## src/hw/rtl/rhc_pkg.sv

```systemverilog
// Shared types, constants and the divider step for the RGB to HSV converter.
package rhc_pkg;

    localparam int CH_W       = 8;
    localparam int HUE_W      = 13;
    localparam int SAT_W      = 13;
    localparam int NUM_W      = 20;
    localparam int HUE_Q_W    = 10;
    localparam int DIV_STAGES = 5;
    localparam int DIV_STEPS  = NUM_W / DIV_STAGES;

    localparam int HUE_SIXTH  = 960;
    localparam int HUE_GREEN  = 1920;
    localparam int HUE_BLUE   = 3840;
    localparam int HUE_FULL   = 5760;
    localparam int SAT_SHIFT  = 12;

    typedef enum logic [1:0] {
        SEL_RED,
        SEL_GREEN,
        SEL_BLUE
    } hue_sel_t;

    typedef struct packed {
        logic [CH_W-1:0] value;
        logic [CH_W-1:0] delta;
        hue_sel_t        sel;
        logic            neg;
        logic [CH_W-1:0] mag;
    } front_t;

    typedef struct packed {
        logic [CH_W-1:0]    value;
        hue_sel_t           sel;
        logic               neg;
        logic               hv;
        logic [CH_W-1:0]    sat_d;
        logic [CH_W-1:0]    hue_d;
        logic [NUM_W-1:0]   sat_num;
        logic [NUM_W-1:0]   hue_num;
        logic [CH_W-1:0]    sat_rem;
        logic [CH_W-1:0]    hue_rem;
        logic [SAT_W-1:0]   sat_q;
        logic [HUE_Q_W-1:0] hue_q;
    } div_t;

    // One restoring step: returns {quotient bit, new remainder}.
    function automatic logic [CH_W:0] div_step(
        input logic [CH_W-1:0] rem,
        input logic            nbit,
        input logic [CH_W-1:0] d
    );
        logic [CH_W:0] part;
        logic [CH_W:0] diff;
        part = {rem, nbit};
        diff = part - {1'b0, d};
        if (part >= {1'b0, d})
        begin
            return {1'b1, diff[CH_W-1:0]};
        end
        return {1'b0, part[CH_W-1:0]};
    endfunction

endpackage

```

## src/hw/rtl/rgb_to_hsv_convert_top.sv

```systemverilog
// RGB to HSV pixel converter: min/max front end, pipelined dividers, hue assembly.
// An accepted pixel passes the front-end register, the divider stage registers and the output register.
// Throughput: one pixel per clock while not stalled; the two restoring dividers
// (saturation and hue) run 4 quotient bits per stage over 5 stages, which sets the depth.
// Stalls back up stage by stage; empty stages fill while the output waits.
// Reset (rst_n, async, active low) clears all valid bits; data is not reset.
module rgb_to_hsv_convert_top (
    input  logic                       clk,
    input  logic                       rst_n,
    input  logic                       pix_valid,
    output logic                       pix_stall,
    input  logic [rhc_pkg::CH_W-1:0]   red,
    input  logic [rhc_pkg::CH_W-1:0]   green,
    input  logic [rhc_pkg::CH_W-1:0]   blue,
    output logic                       hsv_valid,
    input  logic                       hsv_stall,
    output logic [rhc_pkg::HUE_W-1:0]  hue,
    output logic                       hue_valid,
    output logic [rhc_pkg::SAT_W-1:0]  saturation,
    output logic [rhc_pkg::CH_W-1:0]   value
);
    import rhc_pkg::*;

    // Front end: max, min, hue sector and signed channel difference
    logic [CH_W-1:0] mx_c;
    logic [CH_W-1:0] mn_c;
    hue_sel_t        sel_c;
    logic [CH_W:0]   diff_c;
    logic [CH_W:0]   mag_c;
    front_t          front_next;
    front_t          front_reg;
    logic            front_v_reg;
    logic            front_rdy;

    div_t            div_reg  [0:DIV_STAGES];
    div_t            div_next [0:DIV_STAGES];
    logic            div_v_reg [0:DIV_STAGES];
    logic            div_rdy   [0:DIV_STAGES];

    logic               out_v_reg;
    logic               out_rdy;
    logic [HUE_W-1:0]   hue_reg;
    logic [HUE_W-1:0]   hue_next;
    logic               hue_valid_reg;
    logic [SAT_W-1:0]   sat_reg;
    logic [SAT_W-1:0]   sat_next;
    logic [CH_W-1:0]    value_reg;

    always_comb
    begin
        mx_c = red;
        mn_c = red;
        if (green > mx_c)
        begin
            mx_c = green;
        end
        if (blue > mx_c)
        begin
            mx_c = blue;
        end
        if (green < mn_c)
        begin
            mn_c = green;
        end
        if (blue < mn_c)
        begin
            mn_c = blue;
        end
        // ties go to red, then green
        priority if (red == mx_c)
        begin
            sel_c = SEL_RED;
        end
        else if (green == mx_c)
        begin
            sel_c = SEL_GREEN;
        end
        else
        begin
            sel_c = SEL_BLUE;
        end
        unique case (sel_c)
            SEL_RED:   diff_c = {1'b0, green} - {1'b0, blue};
            SEL_GREEN: diff_c = {1'b0, blue} - {1'b0, red};
            SEL_BLUE:  diff_c = {1'b0, red} - {1'b0, green};
            default:   diff_c = '0;
        endcase
        mag_c = diff_c[CH_W] ? (~diff_c + 1'b1) : diff_c;
        front_next.value = mx_c;
        front_next.delta = mx_c - mn_c;
        front_next.sel   = sel_c;
        front_next.neg   = diff_c[CH_W];
        front_next.mag   = mag_c[CH_W-1:0];
    end

    // Ready chain: a stage loads when it is empty or its successor moves
    always_comb
    begin
        out_rdy = !out_v_reg || !hsv_stall;
        div_rdy[DIV_STAGES] = !div_v_reg[DIV_STAGES] || out_rdy;
        for (int k = DIV_STAGES - 1; k >= 0; k--)
        begin
            div_rdy[k] = !div_v_reg[k] || div_rdy[k+1];
        end
        front_rdy = !front_v_reg || div_rdy[0];
    end

    assign pix_stall = !front_rdy;

    // Numerator setup: scaled delta for saturation, 960*|diff| for hue
    always_comb
    begin
        div_next[0].value   = front_reg.value;
        div_next[0].sel     = front_reg.sel;
        div_next[0].neg     = front_reg.neg;
        div_next[0].hv      = (front_reg.delta != '0);
        div_next[0].sat_d   = front_reg.value;
        div_next[0].hue_d   = front_reg.delta;
        div_next[0].sat_num = {front_reg.delta, {SAT_SHIFT{1'b0}}};
        div_next[0].hue_num = NUM_W'(front_reg.mag) * NUM_W'(HUE_SIXTH);
        div_next[0].sat_rem = '0;
        div_next[0].hue_rem = '0;
        div_next[0].sat_q   = '0;
        div_next[0].hue_q   = '0;
    end

    for (genvar k = 1; k <= DIV_STAGES; k++)
    begin : g_div
        always_comb
        begin
            div_t          nxt;
            logic [CH_W:0] s_step;
            logic [CH_W:0] h_step;
            nxt = div_reg[k-1];
            for (int i = 0; i < DIV_STEPS; i++)
            begin
                s_step = div_step(nxt.sat_rem, nxt.sat_num[NUM_W-1], nxt.sat_d);
                h_step = div_step(nxt.hue_rem, nxt.hue_num[NUM_W-1], nxt.hue_d);
                nxt.sat_rem = s_step[CH_W-1:0];
                nxt.hue_rem = h_step[CH_W-1:0];
                nxt.sat_q   = {nxt.sat_q[SAT_W-2:0], s_step[CH_W]};
                nxt.hue_q   = {nxt.hue_q[HUE_Q_W-2:0], h_step[CH_W]};
                nxt.sat_num = nxt.sat_num << 1;
                nxt.hue_num = nxt.hue_num << 1;
            end
            div_next[k] = nxt;
        end
    end

    // Hue assembly: sector base plus or minus quotient, wrap negatives
    always_comb
    begin
        logic signed [HUE_W:0] base;
        logic signed [HUE_W:0] hq;
        logic signed [HUE_W:0] h;
        unique case (div_reg[DIV_STAGES].sel)
            SEL_RED:   base = '0;
            SEL_GREEN: base = (HUE_W+1)'(HUE_GREEN);
            SEL_BLUE:  base = (HUE_W+1)'(HUE_BLUE);
            default:   base = '0;
        endcase
        hq = $signed({{(HUE_W+1-HUE_Q_W){1'b0}}, div_reg[DIV_STAGES].hue_q});
        h  = div_reg[DIV_STAGES].neg ? (base - hq) : (base + hq);
        if (h < 0)
        begin
            h = h + (HUE_W+1)'(HUE_FULL);
        end
        hue_next = div_reg[DIV_STAGES].hv ? h[HUE_W-1:0] : '0;
        // black: divider saw a zero divisor, drop its quotient
        sat_next = (div_reg[DIV_STAGES].value == '0) ? '0 : div_reg[DIV_STAGES].sat_q;
    end

    always_ff @(posedge clk or negedge rst_n)
    begin
        if (!rst_n)
        begin
            front_v_reg <= 1'b0;
            for (int k = 0; k <= DIV_STAGES; k++)
            begin
                div_v_reg[k] <= 1'b0;
            end
            out_v_reg <= 1'b0;
        end
        else
        begin
            if (front_rdy)
            begin
                front_v_reg <= pix_valid;
            end
            if (div_rdy[0])
            begin
                div_v_reg[0] <= front_v_reg;
            end
            for (int k = 1; k <= DIV_STAGES; k++)
            begin
                if (div_rdy[k])
                begin
                    div_v_reg[k] <= div_v_reg[k-1];
                end
            end
            if (out_rdy)
            begin
                out_v_reg <= div_v_reg[DIV_STAGES];
            end
        end
    end

    always_ff @(posedge clk)
    begin
        if (front_rdy)
        begin
            front_reg <= front_next;
        end
        for (int k = 0; k <= DIV_STAGES; k++)
        begin
            if (div_rdy[k])
            begin
                div_reg[k] <= div_next[k];
            end
        end
        if (out_rdy)
        begin
            hue_reg       <= hue_next;
            hue_valid_reg <= div_reg[DIV_STAGES].hv;
            sat_reg       <= sat_next;
            value_reg     <= div_reg[DIV_STAGES].value;
        end
    end

    assign hsv_valid  = out_v_reg;
    assign hue        = hue_reg;
    assign hue_valid  = hue_valid_reg;
    assign saturation = sat_reg;
    assign value      = value_reg;

endmodule

```

## config.mk

```make
export PLATFORM = sky130hd
export DESIGN_NAME = rgb_to_hsv_convert_top
export DESIGN_NICKNAME = d
export VERILOG_FILES = /design/src/hw/rtl/rhc_pkg.sv /design/src/hw/rtl/rgb_to_hsv_convert_top.sv
export SDC_FILE = /design/constraint.sdc
export NUM_CORES = 1
export LEC_CHECK = 0
export ABC_AREA = 1
export BUFFER_PORTS_ARGS = -buffer_cell sky130_fd_sc_hd__clkbuf_2
export CELL_PAD_IN_SITES_DETAIL_PLACEMENT = 1
export CELL_PAD_IN_SITES_GLOBAL_PLACEMENT = 1
export CORE_UTILIZATION = 35
export CTS_CLUSTER_DIAMETER = 120
export DETAILED_ROUTE_END_ITERATION = 8
export PLACE_DENSITY_LB_ADDON = 0.1
export SYNTH_ARGS = -nofsm -noshare
export SYNTH_HDL_FRONTEND = slang
export SYNTH_SLANG_ARGS = --single-unit
export TNS_END_PERCENT = 20
```

## constraint.sdc

```tcl
create_clock -name clk -period 22.2 [get_ports clk]
set_input_delay 2.22 -clock clk [delete_from_list [all_inputs] [get_ports clk]]
set_output_delay 2.22 -clock clk [all_outputs]
set_load 0.005 [all_outputs]
```

==> results of run 1 <==
==> cell usage after synthesis (8+ instances only) <==
library cell	n	area (sq um)
sky130_fd_sc_hd__nand3_2	17	170.2
sky130_fd_sc_hd__nor3_1	30	150.1
sky130_fd_sc_hd__a21oi_1	270	1351
sky130_fd_sc_hd__nand4_1	41	256.5
sky130_fd_sc_hd__nand3_1	128	640.6
sky130_fd_sc_hd__a21o_1	14	105.1
sky130_fd_sc_hd__fa_1	42	840.8
sky130_fd_sc_hd__nand3b_1	10	75.07
sky130_fd_sc_hd__o21ai_1	48	240.2
sky130_fd_sc_hd__a211oi_1	13	97.59
sky130_fd_sc_hd__xor2_1	145	1270
sky130_fd_sc_hd__o21bai_1	24	180.2
sky130_fd_sc_hd__xnor2_1	76	665.6
sky130_fd_sc_hd__nor4_1	18	112.6
sky130_fd_sc_hd__o21ai_0	237	1186
sky130_fd_sc_hd__nor2_1	273	1025
sky130_fd_sc_hd__ha_1	369	4617
sky130_fd_sc_hd__nand2_1	584	2192
sky130_fd_sc_hd__nand2_2	24	150.1
sky130_fd_sc_hd__nor2_4	8	90.09
sky130_fd_sc_hd__buf_2	19	95.09
sky130_fd_sc_hd__buf_4	9	67.56
sky130_fd_sc_hd__inv_2	12	45.04
sky130_fd_sc_hd__a31oi_1	11	68.82
sky130_fd_sc_hd__dfrtp_1	8	200.2
sky130_fd_sc_hd__inv_1	506	1899
sky130_fd_sc_hd__edfxtp_1	314	9429
sky130_fd_sc_hd__or2_2	18	112.6
==> cell type report <==
type / instances / area share
inverter: 521 / 0.06299
clock buffer: 54 / 0.03586
sequential: 322 / 0.3094
multi-input combinational: 2500 / 0.5312
tap: 1060 / 0.04261
clock inverter: 20 / 0.006271
timing repair buffer: 70 / 0.01174
==> metal layers <==
| layer | routed length, microns | vias up | global-route usage | share of wire |
|---|---|---|---|---|
| li1 | - | 11618 | - | - |
| met1 | 35360 | 10932 | 0.2353 | 0.46 |
| met2 | 39110 | 218 | 0.3561 | 0.50 |
| met3 | 1388 | 106 | 0.01741 | 0.018 |
| met4 | 1649 | 0 | 0.05160 | 0.021 |
| met5 | 0 | - | 0 | 0 |
==> stage by stage <==
step / setup WS [ps] / hold slack, ps / instances / util
after global placement: 12870 / 402.6 / 4473 / 0.3707
after floorplan: 10950 / 400.3 / 3384 / -
final: 12480 / 415.7 / 4547 / 0.3870
after CTS: 12460 / 417.2 / 4547 / 0.3870
after global routing: 11340 / 417.2 / 4547 / 0.3870
after detailed placement: 12480 / 406.3 / 4473 / 0.3707
==> cells by family (layout without fill, tap and decap cells) <==
group	after synthesis	after routing	share of synthesized area
xor+xnor	221	221	0.06821
buf+inv	562	665	0.07813
flops	322	322	0.3393
simple gates	1192	1192	0.1895
fa+ha+maj	411	411	0.1923
mux	4	4	0.001587
compound gates	672	672	0.1310
==> final timing paths <==
kind	startpoint	to	cells past startpoint
hold reg to reg	div_reg[4][11]$_DFFE_PP_	div_reg[5][15]$_DFFE_PP_	0
min in group asynchronous	rst_n	hsv_valid$_DFFE_PN0P_	1
setup / recovery	div_reg[3][77]$_DFFE_PP_	div_reg[4][27]$_DFFE_PP_	46
max in group asynchronous	rst_n	div_v_reg[5]$_DFFE_PN0P_	1
hold / removal	div_reg[4][11]$_DFFE_PP_	div_reg[5][15]$_DFFE_PP_	0
setup reg to reg	div_reg[3][77]$_DFFE_PP_	div_reg[4][27]$_DFFE_PP_	46
==> metrics.log, run 1 <==
[metrics] min-delay worst type: reg2reg
[metrics] Final Wtd Congestion: 0.8692
[metrics] iteration count of the initial detailed-routing pass: 5
[metrics] worst-skew pair later-pin latency: 560 ps
[metrics] maximum count of clock buffers along a single path: 3
[metrics] post-route cell area: 0.03112 sq mm
[metrics] final total negative setup slack: 0 ps
[metrics] Final Max Slew Viols: 0
[metrics] Starting Density: 0.3529
[metrics] wire length of the first global-routing pass: 128.1 mm
[metrics] total buffers and inverters traversed by the critical path: 5
[metrics] category of the worst setup path launch point: flip-flop
[metrics] register area: 0.009629 sq mm
[metrics] die area: 0.08222 sq mm
[metrics] setup repair after global routing missed its margin: no
[metrics] Chip Height: 286.7 microns
[metrics] row count: 104
[metrics] remaining design rule violation count: 0
[metrics] post-CTS setup buffers: 0
[metrics] count of cells resized by post-cts repair: 0
[metrics] Antenna Violating Nets Remaining: 0
[metrics] total congestion overflow: 0
[metrics] maximum number of pins on one net before global-route repair: 54
[metrics] Max-slew headroom: 0.3028
[metrics] Max Clock Freq: 102.9 MHz
[metrics] number of register bits inferred by synthesis: ~320
[metrics] Via-to-Cell Ratio: 5.031
[metrics] sink count of the clock tree: roughly 320
[metrics] worst path arrival time: around 10,000 ps
[metrics] Yosys warning count: 0
[metrics] endpoint class of the critical path: flip-flop
[metrics] leading register cell type out of synthesis: sky130_fd_sc_hd__edfxtp_1
[metrics] root cell of the clock tree: sky130_fd_sc_hd__clkbuf_16
[metrics] CTS Buf Count: 40
[metrics] fraction of layout cells with a size suffix above 1: 0.07313
[metrics] share of the clock period used by the worst path after layout: 0.4380
[metrics] most used cell, CP: sky130_fd_sc_hd__nand2_1
[metrics] Area growth syn-to-layout: 9.678%
[metrics] status: finished, final reports clean
[metrics] number of buffer cells added on primary ports: 64
[metrics] Largest register FFs: 252
[metrics] placeable core area: 0.08042 sq mm
[metrics] average routed wire per standard cell: 17.04 microns
[metrics] Worst Skew: 21.06 ps
[metrics] vias in the first global route: 24,822
[metrics] post-synthesis instance total: 3,384
[metrics] critical path class: reg2reg
[metrics] final hold violations: 0
[metrics] Total Wirelength: 77.50 mm
[metrics] first-iteration detailed-routing DRC count: 747
[metrics] highest cell delay on the worst timing path: ~800 ps
[metrics] register-to-register setup slack: around 12,000 ps
[metrics] share of flip-flops with an asynchronous set or reset: 0.02484
[metrics] global-route usage over all layers: 0.1920
[metrics] DP Area: 0.02981 sq mm
[metrics] crit path max-delay cell type: sky130_fd_sc_hd__a211oi_1
[metrics] number of H-tree branching levels: 2
[metrics] nets: 3,894
[metrics] required time at the endpoint of the critical path: 22,510 ps
[metrics] Vias: approximately 23,000
[metrics] antenna violations before repair: 0
[metrics] Post-CTS Hold Fix Bufs: 0
[metrics] average cell area after synthesis: 8.386 sq um
[metrics] Diodes inserted: 0
[metrics] cell family with most CP delay: compound AO/OA/AOI/OAI gates
[metrics] sequential element share of the synthesized area: 0.3393
[metrics] Syn Std Cell Area: 0.02838 sq mm
[metrics] Setup Viol. Count Final: 0
[metrics] most common cell after layout, fill and taps aside: sky130_fd_sc_hd__nand2_1
[metrics] max cap viols: 0
[metrics] Worst Max-Slew Pin Slew: 1044 ps
[metrics] Distinct cells, synth: 67
[metrics] most used cells in the layout excluding fill and tap cells: 584 x sky130_fd_sc_hd__nand2_1, 502 x sky130_fd_sc_hd__inv_1, 369 x sky130_fd_sc_hd__ha_1, 314 x sky130_fd_sc_hd__edfxtp_1, 273 x sky130_fd_sc_hd__nor2_1
[metrics] area of combinational cells with multiple inputs: 0.01653 sq mm
[metrics] width of the die: 286.7 microns
[metrics] number of flops mapped to enable cells by yosys: 314
[metrics] clock tree from TritonCTS: built
[metrics] clock-pin slew on the worst setup and hold paths: 60 ps
[metrics] boundary pin count: 65
[metrics] number of nets produced by synthesis: 3,823
[metrics] half-perimeter wire length after placement: between 60 and 70 mm
[metrics] min Tclk post-route: 9723 ps
[metrics] fill cell instance count of the final layout: roughly 9,600
[metrics] largest fanout of any net on the critical path: 15
Power of run 1 is not shown: default switching activity piles up to over one toggle a cycle in this logic, so the estimate is an artifact.
==> run 2: changes to the inputs <==
Settings changed: ABC_AREA 1 to 0.
Clock period 22.2 ns to 10.11 ns, I/O delays scaled along.
==> run 2 against run 1 <==
Against the previous run: count of clock-buffer cells in the layout is 2 lower; worst setup slack got worse by 12000 ps; maximum frequency up 2.9%; synthesized cell count is 14% lower; non-clock buffer count grew 53; clock skew grew 7.4 ps; routed wire length down 0.74%; cell count down 9.5%; flip-flop and latch count did not move.
==> metrics.log, run 2 <==
[metrics] remaining design rule violation count: 0 (unchanged)
[metrics] placeable core area: 0.07952 sq mm (was 0.08042 sq mm)
[metrics] Final Wtd Congestion: 0.8543 (was 0.8692)
[metrics] half-perimeter wire length after placement: 62.63 mm (was 64.54 mm)
[metrics] worst-skew pair later-pin latency: 560 ps (about the same)
[metrics] clock-pin slew on the worst setup and hold paths: 60 ps (about the same)
[metrics] Finished Layout Cells: 4,115 (was 4,547)
[metrics] total buffers and inverters traversed by the critical path: 2 (was 5)
[metrics] fraction of layout cells with a size suffix above 1: 0.1318 (was 0.07313)
[metrics] post-synthesis instance total: 2,902 (was 3,384)
[metrics] root cell of the clock tree: sky130_fd_sc_hd__clkbuf_16 (unchanged)
[metrics] cell family with most CP delay: compound AO/OA/AOI/OAI gates (unchanged)
[metrics] vias in the first global route: 23,437 (was 24,822)
[metrics] min Tclk post-route: 9447 ps (was 9723 ps)
[metrics] width of the die: 286.5 microns (was 286.7 microns)
[metrics] post-synth top area share: 0.3328 (was 0.3323)
[metrics] min-delay worst type: in2async (was reg2reg)
[metrics] number of buffer cells added on primary ports: 64 (unchanged)
[metrics] total congestion overflow: 0 (unchanged)
[metrics] average routed wire per standard cell: 18.69 microns (was 17.04 microns)
[metrics] average cell area after synthesis: 9.764 sq um (was 8.386 sq um)
[metrics] Antenna Violating Nets Remaining: 0 (unchanged)
[metrics] first-iteration detailed-routing DRC count: 603 (was 747)
[metrics] leading register cell type out of synthesis: sky130_fd_sc_hd__edfxtp_1 (unchanged)
[metrics] Vias: 21,568 (was 22,874)
[metrics] Max-slew headroom: 0.2795 (was 0.3028)
[metrics] most used cells in the layout excluding fill and tap cells: 369 x sky130_fd_sc_hd__ha_1, 314 x sky130_fd_sc_hd__edfxtp_1, 296 x sky130_fd_sc_hd__inv_1, 207 x sky130_fd_sc_hd__nor2_1, 193 x sky130_fd_sc_hd__a21oi_1 (was 584 x sky130_fd_sc_hd__nand2_1, 502 x sky130_fd_sc_hd__inv_1, 369 x sky130_fd_sc_hd__ha_1, 314 x sky130_fd_sc_hd__edfxtp_1, 273 x sky130_fd_sc_hd__nor2_1)
[metrics] boundary pin count: 65 (unchanged)
[metrics] area leader, netlist: sky130_fd_sc_hd__edfxtp_1 (unchanged)
[metrics] Diodes inserted: 0 (unchanged)
[metrics] Final Max Slew Viols: 0 (unchanged)
[metrics] nets: 3,472 (was 3,894)
[metrics] Syn Std Cell Area: 0.02834 sq mm (was 0.02838 sq mm)
[metrics] worst path arrival time: 9710 ps (was 10,030 ps)
[metrics] most common cell after layout, fill and taps aside: sky130_fd_sc_hd__ha_1 (was sky130_fd_sc_hd__nand2_1)
[metrics] die area: 0.08210 sq mm (was 0.08222 sq mm)
[metrics] Starting Density: 0.3564 (was 0.3529)
[metrics] antenna violations before repair: 0 (unchanged)
[metrics] clock tree from TritonCTS: built (unchanged)
[metrics] category of the worst setup path launch point: flip-flop (unchanged)
[metrics] Setup Viol. Count Final: 0 (unchanged)
[metrics] row count: 103 (was 104)
[metrics] share of the clock period used by the worst path after layout: 0.9344 (was 0.4380)
[metrics] Via-to-Cell Ratio: 5.241 (was 5.031)
[metrics] Post-CTS Hold Fix Bufs: 0 (unchanged)
[metrics] crit path max-delay cell type: sky130_fd_sc_hd__edfxtp_1 (was sky130_fd_sc_hd__a211oi_1)
[metrics] Worst Skew: 28.43 ps (was 21.06 ps)
[metrics] wire length of the first global-routing pass: 125.1 mm (was 128.1 mm)
[metrics] top post-synthesis cells by count: 369 x sky130_fd_sc_hd__ha_1, 314 x sky130_fd_sc_hd__edfxtp_1, 302 x sky130_fd_sc_hd__inv_1 (was 584 x sky130_fd_sc_hd__nand2_1, 506 x sky130_fd_sc_hd__inv_1, 369 x sky130_fd_sc_hd__ha_1)
[metrics] global-route usage over all layers: 0.1883 (was 0.1920)
[metrics] fill cell instance count of the final layout: 8,947 (was 9,623)
[metrics] number of H-tree branching levels: 2 (unchanged)
[metrics] Yosys warning count: 0 (unchanged)
[metrics] ranking of synthesized cells by area: sky130_fd_sc_hd__edfxtp_1 33%, sky130_fd_sc_hd__ha_1 16%, sky130_fd_sc_hd__mux2_2 5.0%, sky130_fd_sc_hd__xnor2_1 4.7%, sky130_fd_sc_hd__inv_1 4.0% (was sky130_fd_sc_hd__edfxtp_1 33%, sky130_fd_sc_hd__ha_1 16%, sky130_fd_sc_hd__nand2_1 7.7%, sky130_fd_sc_hd__inv_1 6.7%, sky130_fd_sc_hd__a21oi_1 4.8%)
[metrics] Total Wirelength: 76.93 mm (was 77.50 mm)
[metrics] most frequently used cell type in the post-synthesis netlist: sky130_fd_sc_hd__ha_1 (was sky130_fd_sc_hd__nand2_1)
[metrics] Distinct cells, synth: 93 (was 67)
[metrics] required time at the endpoint of the critical path: 10,370 ps (was 22,510 ps)
[metrics] dpl cells: 4,027 (was 4,473)
[metrics] share of flip-flops with an asynchronous set or reset: 0.02484 (unchanged)
[metrics] final hold violations: 0 (unchanged)
[metrics] iteration count of the initial detailed-routing pass: 4 (was 5)
[metrics] sequential element share of the synthesized area: 0.3398 (was 0.3393)
[metrics] sink count of the clock tree: 322 (unchanged)
[metrics] endpoint class of the critical path: flip-flop (unchanged)
[metrics] number of register bits inferred by synthesis: 322 (unchanged)
[metrics] CTS Buf Count: 40 (unchanged)
[metrics] Area growth syn-to-layout: 11.98% (was 9.678%)
[metrics] number of nets produced by synthesis: 3,341 (was 3,823)
[metrics] post-route core utilization: 0.3991 (was 0.3870)
[metrics] Max Clock Freq: 105.9 MHz (was 102.9 MHz)
[metrics] Worst Max-Slew Pin Slew: 1081 ps (was 1044 ps)
[metrics] status: finished, final reports clean (unchanged)
[metrics] most used cell, CP: sky130_fd_sc_hd__o21ai_0 (was sky130_fd_sc_hd__nand2_1)
[metrics] maximum number of pins on one net before global-route repair: 49 (was 54)
[metrics] maximum count of clock buffers along a single path: 3 (unchanged)
[metrics] highest cell delay on the worst timing path: 420 ps (was 800 ps)
[metrics] Chip Height: 286.5 microns (was 286.7 microns)
[metrics] max cap viols: 0 (unchanged)
[metrics] number of flops mapped to enable cells by yosys: 314 (unchanged)
[metrics] largest fanout of any net on the critical path: 14 (was 15)
[metrics] critical path class: reg2reg (unchanged)
[metrics] Largest register FFs: 252 (unchanged)
==> run 2: cell count changes after synthesis, moves of 42 or more <==
cell,previous run,this run
sky130_fd_sc_hd__inv_1,506,302
sky130_fd_sc_hd__nand3_1,128,52
sky130_fd_sc_hd__nand2b_1,0,42
sky130_fd_sc_hd__a21oi_1,270,198
sky130_fd_sc_hd__nor2b_1,0,59
sky130_fd_sc_hd__nand2_1,584,167
sky130_fd_sc_hd__mux2_2,4,127
sky130_fd_sc_hd__a21o_1,14,60
sky130_fd_sc_hd__xnor2_1,76,151
sky130_fd_sc_hd__xor2_1,145,70
sky130_fd_sc_hd__a21boi_0,0,42
sky130_fd_sc_hd__o21ai_0,237,186
sky130_fd_sc_hd__nor2_1,273,209
==> run 2: area by class of cell <==
cell class	instances	area [sq um]	area share
multi-input combinational	2237	17510	0.5518
sequential	322	9629	0.3035
tap	1050	1314	0.04140
inverter	309	1166	0.03675
clock buffer	52	1109	0.03494
timing repair buffer	123	775.7	0.02445
clock inverter	22	229.0	0.007216
==> run 2: metrics by stage <==
stage / hold slack, ps / setup WS [ps] / cell area [sq um] / setup TNS (ps)
3_5_place_dp: 405.2 / 204.9 / 30170 / 0
3_3_place_gp: 401.2 / 434.5 / 30170 / 0
5_1_grt: 296.3 / -12.43 / 31730 / -37.00
4_1_cts: 289.9 / 108.1 / 31510 / 0
2_1_floorplan: 400.3 / 1290 / 28340 / 0
6_report: 310.2 / 662.8 / 31730 / 0
==> run 2: layer usage <==
metal | part of all wire | global-route usage | vias up
met5 | 0 | 0 | -
met1 | 0.45 | 0.2324 | 10567
met2 | 0.51 | 0.3492 | 178
li1 | - | - | 10741
met4 | 0.019 | 0.04626 | 0
met3 | 0.018 | 0.01685 | 82
==> run 2: cells by family (layout without fill, tap and decap cells) <==
logic type      count (synthesis)  count (layout)  share of synthesized area
xor+xnor                      221             221                    0.06831
mux                           167             167                    0.06544
flops                         322             322                     0.3398
simple gates                  737             737                     0.1290
compound gates                701             701                     0.1585
fa+ha+maj                     411             411                     0.1926
buf+inv                       343             506                    0.04636
==> run 2: what timing repair did <==
item / CTS / global route
endpoints found under the setup margin: 0 / 60
setup buffers: 0 / 14
endpoints found under the hold margin: 0 / 0
resized for setup: 0 / 37
==> run 2: worst paths after layout <==
path | startpoint | cells past startpoint | to | slack (ps)
worst max-delay path | div_reg[4][92]$_DFFE_PP_ | 43 | div_reg[5][10]$_DFFE_PP_ | 660
min in group clk | div_reg[3][13]$_DFFE_PP_ | 0 | div_reg[4][17]$_DFFE_PP_ | 410
worst min-delay path | rst_n | 1 | hsv_valid$_DFFE_PN0P_ | 310
worst max register to register | div_reg[4][92]$_DFFE_PP_ | 43 | div_reg[5][10]$_DFFE_PP_ | 660
worst min register to register | div_reg[3][13]$_DFFE_PP_ | 0 | div_reg[4][17]$_DFFE_PP_ | 410
max in group asynchronous | rst_n | 1 | front_v_reg$_DFFE_PN0N_ | 9560
Power of run 2 is left out for the same reason.
